$ cat config.mk
export PLATFORM = sky130hd
export DESIGN_NAME = frame_timer_event_table
export DESIGN_NICKNAME = d
export VERILOG_FILES = /design/src/rtl/core/ftet_pkg.sv /design/src/rtl/core/frame_timer_event_table.sv /design/src/rtl/core/ftet_ram.sv /design/src/rtl/core/ftet_ctrl.sv
export SDC_FILE = /design/constraint.sdc
export NUM_CORES = 2
export LEC_CHECK = 0
export ABC_CLOCK_PERIOD_IN_PS = 13800
export BUFFER_PORTS_ARGS = -buffer_cell sky130_fd_sc_hd__buf_2
export CORE_MARGIN = 1
export CORE_UTILIZATION = 35
export CTS_BUF_LIST = sky130_fd_sc_hd__clkbuf_4 sky130_fd_sc_hd__clkbuf_8 sky130_fd_sc_hd__clkbuf_16
export CTS_CLUSTER_DIAMETER = 200
export DETAILED_ROUTE_END_ITERATION = 10
export PLACE_DENSITY = 0.56
export SYNTH_ARGS = -nofsm -noshare
export SYNTH_HDL_FRONTEND = slang
export SYNTH_SLANG_ARGS = --single-unit
export TNS_END_PERCENT = 50
$ cat constraint.sdc
create_clock -name clock -period 13.8 [get_ports clock]
set_clock_uncertainty 0.2 [all_clocks]
set_input_delay 3.45 -clock clock [delete_from_list [all_inputs] [get_ports clock]]
set_output_delay 3.45 -clock clock [all_outputs]
set_load 0.01 [all_outputs]
$ cat src/rtl/core/ftet_pkg.sv
// Package for the frame timer event table: request, result and slot record
// types, command and result codes, and controller states. No dependencies.
package ftet_pkg;

   localparam int SLOTS_DEF = 16;
   localparam logic [4:0] MAX_RES = 5'd16;

   localparam logic [1:0] CMD_TICK   = 2'd0;
   localparam logic [1:0] CMD_ADD    = 2'd1;
   localparam logic [1:0] CMD_REMOVE = 2'd2;
   localparam logic [1:0] CMD_SET    = 2'd3;

   localparam logic [1:0] KIND_FRAME  = 2'd0;
   localparam logic [1:0] KIND_ADD_OK = 2'd1;
   localparam logic [1:0] KIND_FULL   = 2'd2;

   localparam logic [1:0] HND_NORMAL = 2'd0;
   localparam logic [1:0] HND_START  = 2'd1;
   localparam logic [1:0] HND_END    = 2'd2;

   localparam int FL_ACTIVE = 0;
   localparam int FL_SKIP   = 1;
   localparam int FL_FRAME  = 2;
   localparam int FL_START  = 3;
   localparam int FL_END    = 4;

   typedef struct packed {
      logic [1:0]  command;
      logic [31:0] now_ms;
      logic [31:0] frame_length;
      logic [15:0] frame_count;
      logic [31:0] init_delay;
      logic        skip_missed;
      logic        has_frame_handler;
      logic        has_start_handler;
      logic        has_end_handler;
      logic [15:0] target_id;
      logic        make_active;
   } req_type;

   typedef struct packed {
      logic [1:0]  kind;
      logic [15:0] event_id;
      logic [15:0] frame_number;
      logic [1:0]  handler;
      logic        last;
   } res_type;

   typedef struct packed {
      logic [15:0] ident;
      logic [31:0] due;
      logic [31:0] pause_left;
      logic [15:0] frame;
      logic [31:0] length;
      logic [15:0] total;
      logic [4:0]  flags;
   } rec_type;

   typedef enum logic [3:0] {
      ST_IDLE,
      ST_ORD,
      ST_REC,
      ST_EVAL,
      ST_SKIP,
      ST_WB,
      ST_FLUSH,
      ST_ADD_POP,
      ST_ADD_TAKE,
      ST_ADD_WR,
      ST_SHIFT_RD,
      ST_SHIFT_WR
   } state_type;

endpackage

$ cat src/rtl/core/frame_timer_event_table.sv
// Frame timer event table top level: stream ports, output register, slot
// record, order and free-slot RAMs. Depends on ftet_pkg, ftet_ram, ftet_ctrl.
// Add: takes a never-used slot or pops the free-slot list, then writes the
// record. Remove and set active: search the order list entry by entry; a remove then shifts the later order entries.
// Tick: visits every live entry, steps a due entry that skips through its missed
// frames, and waits on result stalls. One request at a time.
// Reset: synchronous; table empty, ids start at 1, no clearing pass.
module frame_timer_event_table
   import ftet_pkg::*;
#(
   parameter int SLOTS = SLOTS_DEF
) (
   input  logic         clock,
   input  logic         reset,
   input  logic         req_tvalid,
   output logic         req_tready,
   // now_ms, frame_length, frame_count, init_delay, skip_missed,
   // has_frame_handler, has_start_handler, has_end_handler, target_id,
   // make_active, zero fill
   input  logic [135:0] req_tdata,
   // command
   input  logic [1:0]   req_tuser,
   output logic         rsp_tvalid,
   input  logic         rsp_tready,
   // event_id, frame_number
   output logic [31:0]  rsp_tdata,
   // kind, handler
   output logic [3:0]   rsp_tuser,
   output logic         rsp_tlast
);

   localparam int SW = (SLOTS > 1) ? $clog2(SLOTS) : 1;

   req_type       req_data;
   res_type       res_data, rsp_ff;
   logic          res_valid, res_ready, rsp_valid_ff;
   logic          o_we, r_we, f_we;
   logic [SW-1:0] o_waddr, o_wdata, o_raddr, o_rdata;
   logic [SW-1:0] r_waddr, r_raddr, f_waddr, f_wdata, f_raddr, f_rdata;
   rec_type       r_wdata, r_rdata;

   assign req_data.command           = req_tuser;
   assign req_data.now_ms            = req_tdata[31:0];
   assign req_data.frame_length      = req_tdata[63:32];
   assign req_data.frame_count       = req_tdata[79:64];
   assign req_data.init_delay        = req_tdata[111:80];
   assign req_data.skip_missed       = req_tdata[112];
   assign req_data.has_frame_handler = req_tdata[113];
   assign req_data.has_start_handler = req_tdata[114];
   assign req_data.has_end_handler   = req_tdata[115];
   assign req_data.target_id         = req_tdata[131:116];
   assign req_data.make_active       = req_tdata[132];

   assign res_ready = !rsp_valid_ff || rsp_tready;

   ftet_ctrl #(.SLOTS(SLOTS)) u_ctrl (
      .clock     (clock),
      .reset     (reset),
      .req_valid (req_tvalid),
      .req_data  (req_data),
      .req_ready (req_tready),
      .res_valid (res_valid),
      .res_data  (res_data),
      .res_ready (res_ready),
      .o_we      (o_we),
      .o_waddr   (o_waddr),
      .o_wdata   (o_wdata),
      .o_raddr   (o_raddr),
      .o_rdata   (o_rdata),
      .r_we      (r_we),
      .r_waddr   (r_waddr),
      .r_wdata   (r_wdata),
      .r_raddr   (r_raddr),
      .r_rdata   (r_rdata),
      .f_we      (f_we),
      .f_waddr   (f_waddr),
      .f_wdata   (f_wdata),
      .f_raddr   (f_raddr),
      .f_rdata   (f_rdata)
   );

   ftet_ram #(.WIDTH(SW), .DEPTH(SLOTS)) u_order_ram (
      .clock (clock),
      .we    (o_we),
      .waddr (o_waddr),
      .wdata (o_wdata),
      .raddr (o_raddr),
      .rdata (o_rdata)
   );

   ftet_ram #(.WIDTH($bits(rec_type)), .DEPTH(SLOTS)) u_rec_ram (
      .clock (clock),
      .we    (r_we),
      .waddr (r_waddr),
      .wdata (r_wdata),
      .raddr (r_raddr),
      .rdata (r_rdata)
   );

   ftet_ram #(.WIDTH(SW), .DEPTH(SLOTS)) u_free_ram (
      .clock (clock),
      .we    (f_we),
      .waddr (f_waddr),
      .wdata (f_wdata),
      .raddr (f_raddr),
      .rdata (f_rdata)
   );

   always_ff @(posedge clock) begin
      if (reset) begin
         rsp_valid_ff <= 1'b0;
      end else if (res_ready) begin
         rsp_valid_ff <= res_valid;
      end
   end

   always_ff @(posedge clock) begin
      if (res_ready && res_valid) begin
         rsp_ff <= res_data;
      end
   end

   assign rsp_tvalid = rsp_valid_ff;
   assign rsp_tdata  = {rsp_ff.frame_number, rsp_ff.event_id};
   assign rsp_tuser  = {rsp_ff.handler, rsp_ff.kind};
   assign rsp_tlast  = rsp_ff.last;

endmodule

$ cat src/rtl/core/ftet_ram.sv
// Generic simple dual-port RAM, one write and one registered read port.
// No dependencies.
module ftet_ram #(
   parameter int WIDTH = 8,
   parameter int DEPTH = 16,
   localparam int AW = (DEPTH > 1) ? $clog2(DEPTH) : 1
) (
   input  logic             clock,
   input  logic             we,
   input  logic [AW-1:0]    waddr,
   input  logic [WIDTH-1:0] wdata,
   input  logic [AW-1:0]    raddr,
   output logic [WIDTH-1:0] rdata
);

   logic [WIDTH-1:0] mem [DEPTH];

   always_ff @(posedge clock) begin
      if (we) begin
         mem[waddr] <= wdata;
      end
      rdata <= mem[raddr];
   end

endmodule

$ cat src/rtl/core/ftet_ctrl.sv
// Controller of the frame timer event table: walks the order list, updates
// slot records in RAM and queues results. Depends on ftet_pkg.
module ftet_ctrl
   import ftet_pkg::*;
#(
   parameter int SLOTS = SLOTS_DEF,
   localparam int SW = (SLOTS > 1) ? $clog2(SLOTS) : 1,
   localparam int CW = $clog2(SLOTS + 1)
) (
   input  logic          clock,
   input  logic          reset,
   input  logic          req_valid,
   input  req_type       req_data,
   output logic          req_ready,
   output logic          res_valid,
   output res_type       res_data,
   input  logic          res_ready,
   output logic          o_we,
   output logic [SW-1:0] o_waddr,
   output logic [SW-1:0] o_wdata,
   output logic [SW-1:0] o_raddr,
   input  logic [SW-1:0] o_rdata,
   output logic          r_we,
   output logic [SW-1:0] r_waddr,
   output rec_type       r_wdata,
   output logic [SW-1:0] r_raddr,
   input  rec_type       r_rdata,
   output logic          f_we,
   output logic [SW-1:0] f_waddr,
   output logic [SW-1:0] f_wdata,
   output logic [SW-1:0] f_raddr,
   input  logic [SW-1:0] f_rdata
);

   state_type     state_ff, state_in;
   req_type       req_ff, req_in;
   logic [CW-1:0] k_ff, k_in, w_ff, w_in, count_ff, count_in;
   logic [CW-1:0] fresh_ff, fresh_in, sp_ff, sp_in;
   logic [15:0]   id_ff, id_in;
   logic [SW-1:0] slot_ff, slot_in;
   rec_type       rec_ff, rec_in, rec_set;
   logic [4:0]    n_ff, n_in;
   logic          pend_valid_ff, pend_valid_in;
   res_type       pend_ff, pend_in;

   logic          elig, h_ok, emit, k_last;
   logic [1:0]    h_sel;
   logic [15:0]   fr_inc;
   logic [CW-1:0] k_p1, sp_m1;

   assign k_p1   = k_ff + CW'(1);
   assign sp_m1  = sp_ff - CW'(1);
   assign k_last = (k_p1 == count_ff);

   always_comb begin
      elig = r_rdata.flags[FL_ACTIVE] && (r_rdata.frame < r_rdata.total)
             && (req_ff.now_ms > r_rdata.due);
      h_ok  = 1'b1;
      h_sel = HND_NORMAL;
      if (r_rdata.flags[FL_START] && r_rdata.frame == 16'd0) begin
         h_sel = HND_START;
      end else if (r_rdata.flags[FL_END] && (17'(r_rdata.frame) + 17'd1) == 17'(r_rdata.total))
      begin
         h_sel = HND_END;
      end else if (!r_rdata.flags[FL_FRAME]) begin
         h_ok = 1'b0;
      end
      fr_inc = r_rdata.frame + 16'(h_ok);
      emit   = elig && h_ok && (n_ff < MAX_RES);
      rec_set = r_rdata;
      if (req_ff.make_active) begin
         rec_set.flags[FL_ACTIVE] = 1'b1;
         rec_set.due = req_ff.now_ms + r_rdata.pause_left;
      end else begin
         rec_set.flags[FL_ACTIVE] = 1'b0;
         rec_set.pause_left = (req_ff.now_ms > r_rdata.due) ? 32'd0
                              : r_rdata.due - req_ff.now_ms;
      end
   end

   always_comb begin
      state_in      = state_ff;
      req_in        = req_ff;
      k_in          = k_ff;
      w_in          = w_ff;
      count_in      = count_ff;
      fresh_in      = fresh_ff;
      sp_in         = sp_ff;
      id_in         = id_ff;
      slot_in       = slot_ff;
      rec_in        = rec_ff;
      n_in          = n_ff;
      pend_valid_in = pend_valid_ff;
      pend_in       = pend_ff;
      req_ready     = 1'b0;
      res_valid     = 1'b0;
      res_data      = pend_ff;
      o_we          = 1'b0;
      o_waddr       = w_ff[SW-1:0];
      o_wdata       = slot_ff;
      o_raddr       = k_ff[SW-1:0];
      r_we          = 1'b0;
      r_waddr       = slot_ff;
      r_wdata       = rec_ff;
      r_raddr       = slot_ff;
      f_we          = 1'b0;
      f_waddr       = sp_ff[SW-1:0];
      f_wdata       = slot_ff;
      f_raddr       = sp_m1[SW-1:0];
      case (state_ff)
         ST_IDLE: begin
            req_ready = 1'b1;
            if (req_valid) begin
               req_in = req_data;
               k_in   = '0;
               w_in   = '0;
               n_in   = '0;
               case (req_data.command)
                  CMD_TICK: begin
                     state_in = (count_ff == '0) ? ST_FLUSH : ST_ORD;
                  end
                  CMD_ADD: begin
                     if (count_ff == CW'(SLOTS)) begin
                        pend_in       = '{KIND_FULL, 16'd0, 16'd0, HND_NORMAL, 1'b0};
                        pend_valid_in = 1'b1;
                        state_in      = ST_FLUSH;
                     end else if (fresh_ff < CW'(SLOTS)) begin
                        slot_in  = fresh_ff[SW-1:0];
                        fresh_in = fresh_ff + CW'(1);
                        state_in = ST_ADD_WR;
                     end else begin
                        state_in = ST_ADD_POP;
                     end
                  end
                  CMD_REMOVE: begin
                     k_in     = count_ff - CW'(1);
                     state_in = (count_ff == '0) ? ST_IDLE : ST_ORD;
                  end
                  default: begin
                     state_in = (count_ff == '0) ? ST_IDLE : ST_ORD;
                  end
               endcase
            end
         end
         ST_ORD: begin
            state_in = ST_REC;
         end
         ST_REC: begin
            slot_in  = o_rdata;
            r_raddr  = o_rdata;
            state_in = ST_EVAL;
         end
         ST_EVAL: begin
            case (req_ff.command)
               CMD_TICK: begin
                  if (!(emit && pend_valid_ff && !res_ready)) begin
                     if (emit) begin
                        res_valid     = pend_valid_ff;
                        pend_in       = '{KIND_FRAME, r_rdata.ident, fr_inc, h_sel, 1'b0};
                        pend_valid_in = 1'b1;
                        n_in          = n_ff + 5'd1;
                     end
                     rec_in = r_rdata;
                     if (elig) begin
                        rec_in.frame = fr_inc;
                        rec_in.due   = r_rdata.due + r_rdata.length;
                     end
                     state_in = (elig && r_rdata.flags[FL_SKIP]) ? ST_SKIP : ST_WB;
                  end
               end
               CMD_REMOVE: begin
                  if (r_rdata.ident == req_ff.target_id) begin
                     f_we     = 1'b1;
                     sp_in    = sp_ff + CW'(1);
                     count_in = count_ff - CW'(1);
                     state_in = (k_ff < count_in) ? ST_SHIFT_RD : ST_IDLE;
                  end else if (k_ff == '0) begin
                     state_in = ST_IDLE;
                  end else begin
                     k_in     = k_ff - CW'(1);
                     state_in = ST_ORD;
                  end
               end
               CMD_SET: begin
                  if (r_rdata.ident == req_ff.target_id) begin
                     r_we     = 1'b1;
                     r_wdata  = rec_set;
                     state_in = ST_IDLE;
                  end else if (k_last) begin
                     state_in = ST_IDLE;
                  end else begin
                     k_in     = k_p1;
                     state_in = ST_ORD;
                  end
               end
               default: begin
                  state_in = ST_IDLE;
               end
            endcase
         end
         ST_SKIP: begin
            if (req_ff.now_ms > rec_ff.due
                && (17'(rec_ff.frame) + 17'd1) < 17'(rec_ff.total)) begin
               rec_in.due   = rec_ff.due + rec_ff.length;
               rec_in.frame = rec_ff.frame + 16'd1;
            end else begin
               state_in = ST_WB;
            end
         end
         ST_WB: begin
            r_we = 1'b1;
            if (rec_ff.frame >= rec_ff.total) begin
               f_we  = 1'b1;
               sp_in = sp_ff + CW'(1);
            end else begin
               o_we = 1'b1;
               w_in = w_ff + CW'(1);
            end
            if (k_last) begin
               count_in = w_in;
               state_in = ST_FLUSH;
            end else begin
               k_in     = k_p1;
               state_in = ST_ORD;
            end
         end
         ST_FLUSH: begin
            res_valid     = pend_valid_ff;
            res_data.last = 1'b1;
            if (!pend_valid_ff || res_ready) begin
               pend_valid_in = 1'b0;
               state_in      = ST_IDLE;
            end
         end
         ST_ADD_POP: begin
            state_in = ST_ADD_TAKE;
         end
         ST_ADD_TAKE: begin
            slot_in  = f_rdata;
            sp_in    = sp_m1;
            state_in = ST_ADD_WR;
         end
         ST_ADD_WR: begin
            r_we                        = 1'b1;
            r_wdata.ident               = id_ff;
            r_wdata.due                 = req_ff.now_ms + req_ff.init_delay;
            r_wdata.pause_left          = 32'd0;
            r_wdata.frame               = 16'd0;
            r_wdata.length              = req_ff.frame_length;
            r_wdata.total               = req_ff.frame_count;
            r_wdata.flags[FL_ACTIVE]    = 1'b1;
            r_wdata.flags[FL_SKIP]      = req_ff.skip_missed;
            r_wdata.flags[FL_FRAME]     = req_ff.has_frame_handler;
            r_wdata.flags[FL_START]     = req_ff.has_start_handler;
            r_wdata.flags[FL_END]       = req_ff.has_end_handler;
            o_we          = 1'b1;
            o_waddr       = count_ff[SW-1:0];
            count_in      = count_ff + CW'(1);
            pend_in       = '{KIND_ADD_OK, id_ff, 16'd0, HND_NORMAL, 1'b0};
            pend_valid_in = 1'b1;
            id_in         = id_ff + 16'd1;
            state_in      = ST_FLUSH;
         end
         ST_SHIFT_RD: begin
            o_raddr  = k_p1[SW-1:0];
            state_in = ST_SHIFT_WR;
         end
         ST_SHIFT_WR: begin
            o_we     = 1'b1;
            o_waddr  = k_ff[SW-1:0];
            o_wdata  = o_rdata;
            k_in     = k_p1;
            state_in = (k_p1 < count_ff) ? ST_SHIFT_RD : ST_IDLE;
         end
         default: begin
            state_in = ST_IDLE;
         end
      endcase
   end

   always_ff @(posedge clock) begin
      if (reset) begin
         state_ff      <= ST_IDLE;
         count_ff      <= '0;
         fresh_ff      <= '0;
         sp_ff         <= '0;
         id_ff         <= 16'd1;
         pend_valid_ff <= 1'b0;
      end else begin
         state_ff      <= state_in;
         count_ff      <= count_in;
         fresh_ff      <= fresh_in;
         sp_ff         <= sp_in;
         id_ff         <= id_in;
         pend_valid_ff <= pend_valid_in;
      end
   end

   always_ff @(posedge clock) begin
      req_ff  <= req_in;
      k_ff    <= k_in;
      w_ff    <= w_in;
      slot_ff <= slot_in;
      rec_ff  <= rec_in;
      n_ff    <= n_in;
      pend_ff <= pend_in;
   end

endmodule

==> run summary <==
## Route
- DR iter-0 viols: 6917
- remaining antenna violation count: 0
- DR vias: 71206
- DRC violations left: 0
- total routed wirelength: 358000 um
- vias per cell: 5.51
- WL per Instance: 27.7 um
- detailed-router iteration count before antenna repair: 5

## Worst setup path
- Top cell by count, worst path: buf_4
- type of the worst setup path: reg -> reg
- sort of element at the end of the critical path: flop
- highest cell delay on the worst timing path: 870 ps
- worst-path maximum fanout: 46
- Cell Chain, Critical Path: inv_1 > nor2_1 > nand2_1 > a21oi_4 > buf_4 > buf_4 > buf_4 > mux4_2 > nand2_1 > and3_1 > a31oi_1
- Req. time, crit path: 14250 ps
- Setup crit start kind: flop
- cell at the slowest stage of the critical path: buf_4
- critical path arrival: 7200 ps

## Yosys
- number of storage elements in the synthesis netlist: 3081
- EDFF count, synth: 2888
- count of distinct cell types in the synthesized netlist: 86
- count of mapped cells out of synthesis: 7563
- Syn. warnings: 0
- sequential area share after synthesis: 71.2%
- commonest register cell after synthesis: edfxtp_1
- most area-hungry cell type in the Yosys netlist: edfxtp_1
- area share of the largest cell type after synthesis: 68.1%
- Area contributors post-synth: edfxtp_1, mux4_2, dfxtp_1
- Async SR Flop Fraction: 0%
- synthesized area: 0.127 mm^2
- Mapped Nets: 7976
- syn_area_per_cell: 16.8 um^2

## Clock tree
- total of cells resized after clock tree synthesis: 0
- H-tree levels: 5
- clock root cell: clkbuf_16
- clock tree from TritonCTS: yes
- clock buffers created by TritonCTS: 318
- number of buffers inserted to repair setup after CTS: 0
- cts-stage hold buffer count: 0
- clk slew on worst S/H paths: 60 ps
- clock tree sinks: 3081
- maximum clock path buffer count: 4
- insertion delay of the later-clocked pin in the worst-skew pair: 900 ps

## STA
- Period Utilization, post-route: 48.9%
- transition at the pin with the smallest max-transition slack: 1490 ps
- Peak Freq: 0.148 GHz
- post-route setup TNS: 0 ps
- relative slew slack: 0.520%
- RSZ-0062 raised after global routing: no
- final period demand of the worst path: 6750 ps
- number of hold-slack violations in the final timing report: 0
- count of final max-slew check failures: 0
- total of endpoints with negative setup slack in the final report: 0

## Status
- outcome: complete, no violations

## Power
- maximum vdd ir drop: 0.262 mV
- areal power density over the cells: 216 mW/mm^2
- Static Leakage: 0.0490 uW
- total power consumption of the routed design: 31400 uW

## Floorplanning
- die outline area: 0.366 mm^2
- effective utilization at floorplan: 35.1%
- floorplan die width: 605 um
- top-level I/O count: 181
- Core Region: 0.362 mm^2
- chip height: 605 um
- number of rows in the core area: 221

## Placed design
- number of input and output port buffers inserted: 177
- DPL Wire Length: 200000 um
- routability-driven placement congestion ratio: 0.901

## Cells and area
- Multi-input gate area: 0.0350 mm^2
- layout cell share with drive strength beyond 1: 19.5%
- NumNets Final: 8284
- Area Overhead vs Synth: 14.2%
- share of the core filled with cells: 40.1%
- filler instances: 32607
- most common cell after layout, fill and taps aside: edfxtp_1
- most used cells in the layout excluding fill and tap cells: edfxtp_1, nand2_1, mux4_2
- FF+latch area: 0.0906 mm^2

## Flow run
- Max Cap Viol: 0

## GRT
- total routing usage reported by global routing: 19.2%
- wire length of the first global-routing pass: 511000 um
- initial antenna violation count: 14
- Congestion Overflow GR: 0
- via count of the first global-routing pass: 71838
- largest net degree at the start of global routing: 146

## Min path
- type of the worst min-delay path: reg -> reg

## critical path: cells and delay by family, from the launching register on
kind                   cells  cell delay (ps)
muxes                      1              590
buffers and inverters      4             2780
AOI/OAI and AO/OA          2              490
and+or+nand+nor            4             1410
DFF                        1              840
## final timing paths
path | from | end | slack (ps) | depth (start not counted)
worst max register to register | u_ctrl.state_ff[1]$_SDFFE_PP0P_ | u_rec_ram.rdata[62]$_DFF_P_ | 7050 | 11
worst min-delay path | u_ctrl.res_data[18]$_DFFE_PP_ | rsp_tdata[31]$_DFFE_PP_ | 220 | 0
worst max-delay path | u_ctrl.state_ff[1]$_SDFFE_PP0P_ | u_rec_ram.rdata[62]$_DFF_P_ | 7050 | 11
worst min register to register | u_ctrl.res_data[18]$_DFFE_PP_ | rsp_tdata[31]$_DFFE_PP_ | 220 | 0
## flip-flops by register name, summed over array words and instances, names as in the netlist, 16 cells and up
| register | cells |
|---|---|
| u_rec_ram.mem | 2384 |
| u_ctrl.rec_ff | 149 |
| u_rec_ram.rdata | 149 |
| u_ctrl.req_ff | 135 |
| u_free_ram.mem | 64 |
| u_order_ram.mem | 64 |
| u_ctrl.res_data | 36 |
| rsp_tdata | 32 |
| u_ctrl.id_ff | 16 |
## synthesized netlist by cell type (all sizes together) (31+ instances only)
master / number
dfxtp: 193
nand3: 77
nor2: 256
o21ai: 189
a21oi: 213
and3: 185
nor3: 46
ha: 266
edfxtp: 2888
a22oi: 103
mux4: 622
nor2b: 35
a22o: 31
xnor2: 141
nand2b: 35
a31oi: 168
clkbuf: 249
o22ai: 39
xor2: 114
nand2: 987
mux2i: 35
buf: 111
inv: 153
a21o: 96
nand4: 36
## report_power, final
part | leakage, uW | switching [uW] | total [uW] | internal (uW)
Clock | 0.00536 | 3640 | 8860 | 5220
Sequential | 0.0276 | 910 | 11900 | 11000
Combinational | 0.0159 | 6160 | 10700 | 4500
Total | 0.0490 | 10700 | 31400 | 20700
## cell type report
| class | count | share of cell area (%) |
|---|---|---|
| Tap cell | 4794 | 4.13 |
| Sequential cell | 3081 | 62.3 |
| Timing Repair Buffer | 348 | 1.66 |
| Clock inverter | 156 | 1.21 |
| Clock buffer | 421 | 6.22 |
| Inverter | 154 | 0.405 |
| Multi-Input combinational cell | 3968 | 24.1 |
| Antenna cell | 4 | 0.00689 |
## through the flow
step           std cells  area [um^2]  hold slack [ps]  setup WS, ps
4_1_cts            12922       145000              217          7100
6_report           12926       145000              217          7050
2_1_floorplan       7563       127000              199           611
3_3_place_gp       12345       135000              206          7240
3_5_place_dp       12345       135000              205          7160
5_1_grt            12923       145000              218          6670
## layer usage
metal  global-route usage (%)  share of wire (%)  up-vias
met5                        0             0.0028        -
met4                     5.78                3.1        2
met3                     2.66                6.0      514
met2                     32.1                 49     2460
met1                     26.0                 42    37732
li1                         -                  -    30498
## logic make-up after synthesis
| logic type | Yosys count | share of synthesized area, % |
|---|---|---|
| adder cells (fa/ha/maj) | 271 | 2.69 |
| AND/OR/NAND/NOR | 1729 | 6.03 |
| AO/OA/AOI/OAI | 1056 | 5.46 |
| flip-flops | 3081 | 71.2 |
| XOR/XNOR | 255 | 1.75 |
| multiplexers | 657 | 11.3 |
| buffers and inverters | 514 | 1.61 |
Note: power is estimated with default switching activity, not from simulation.
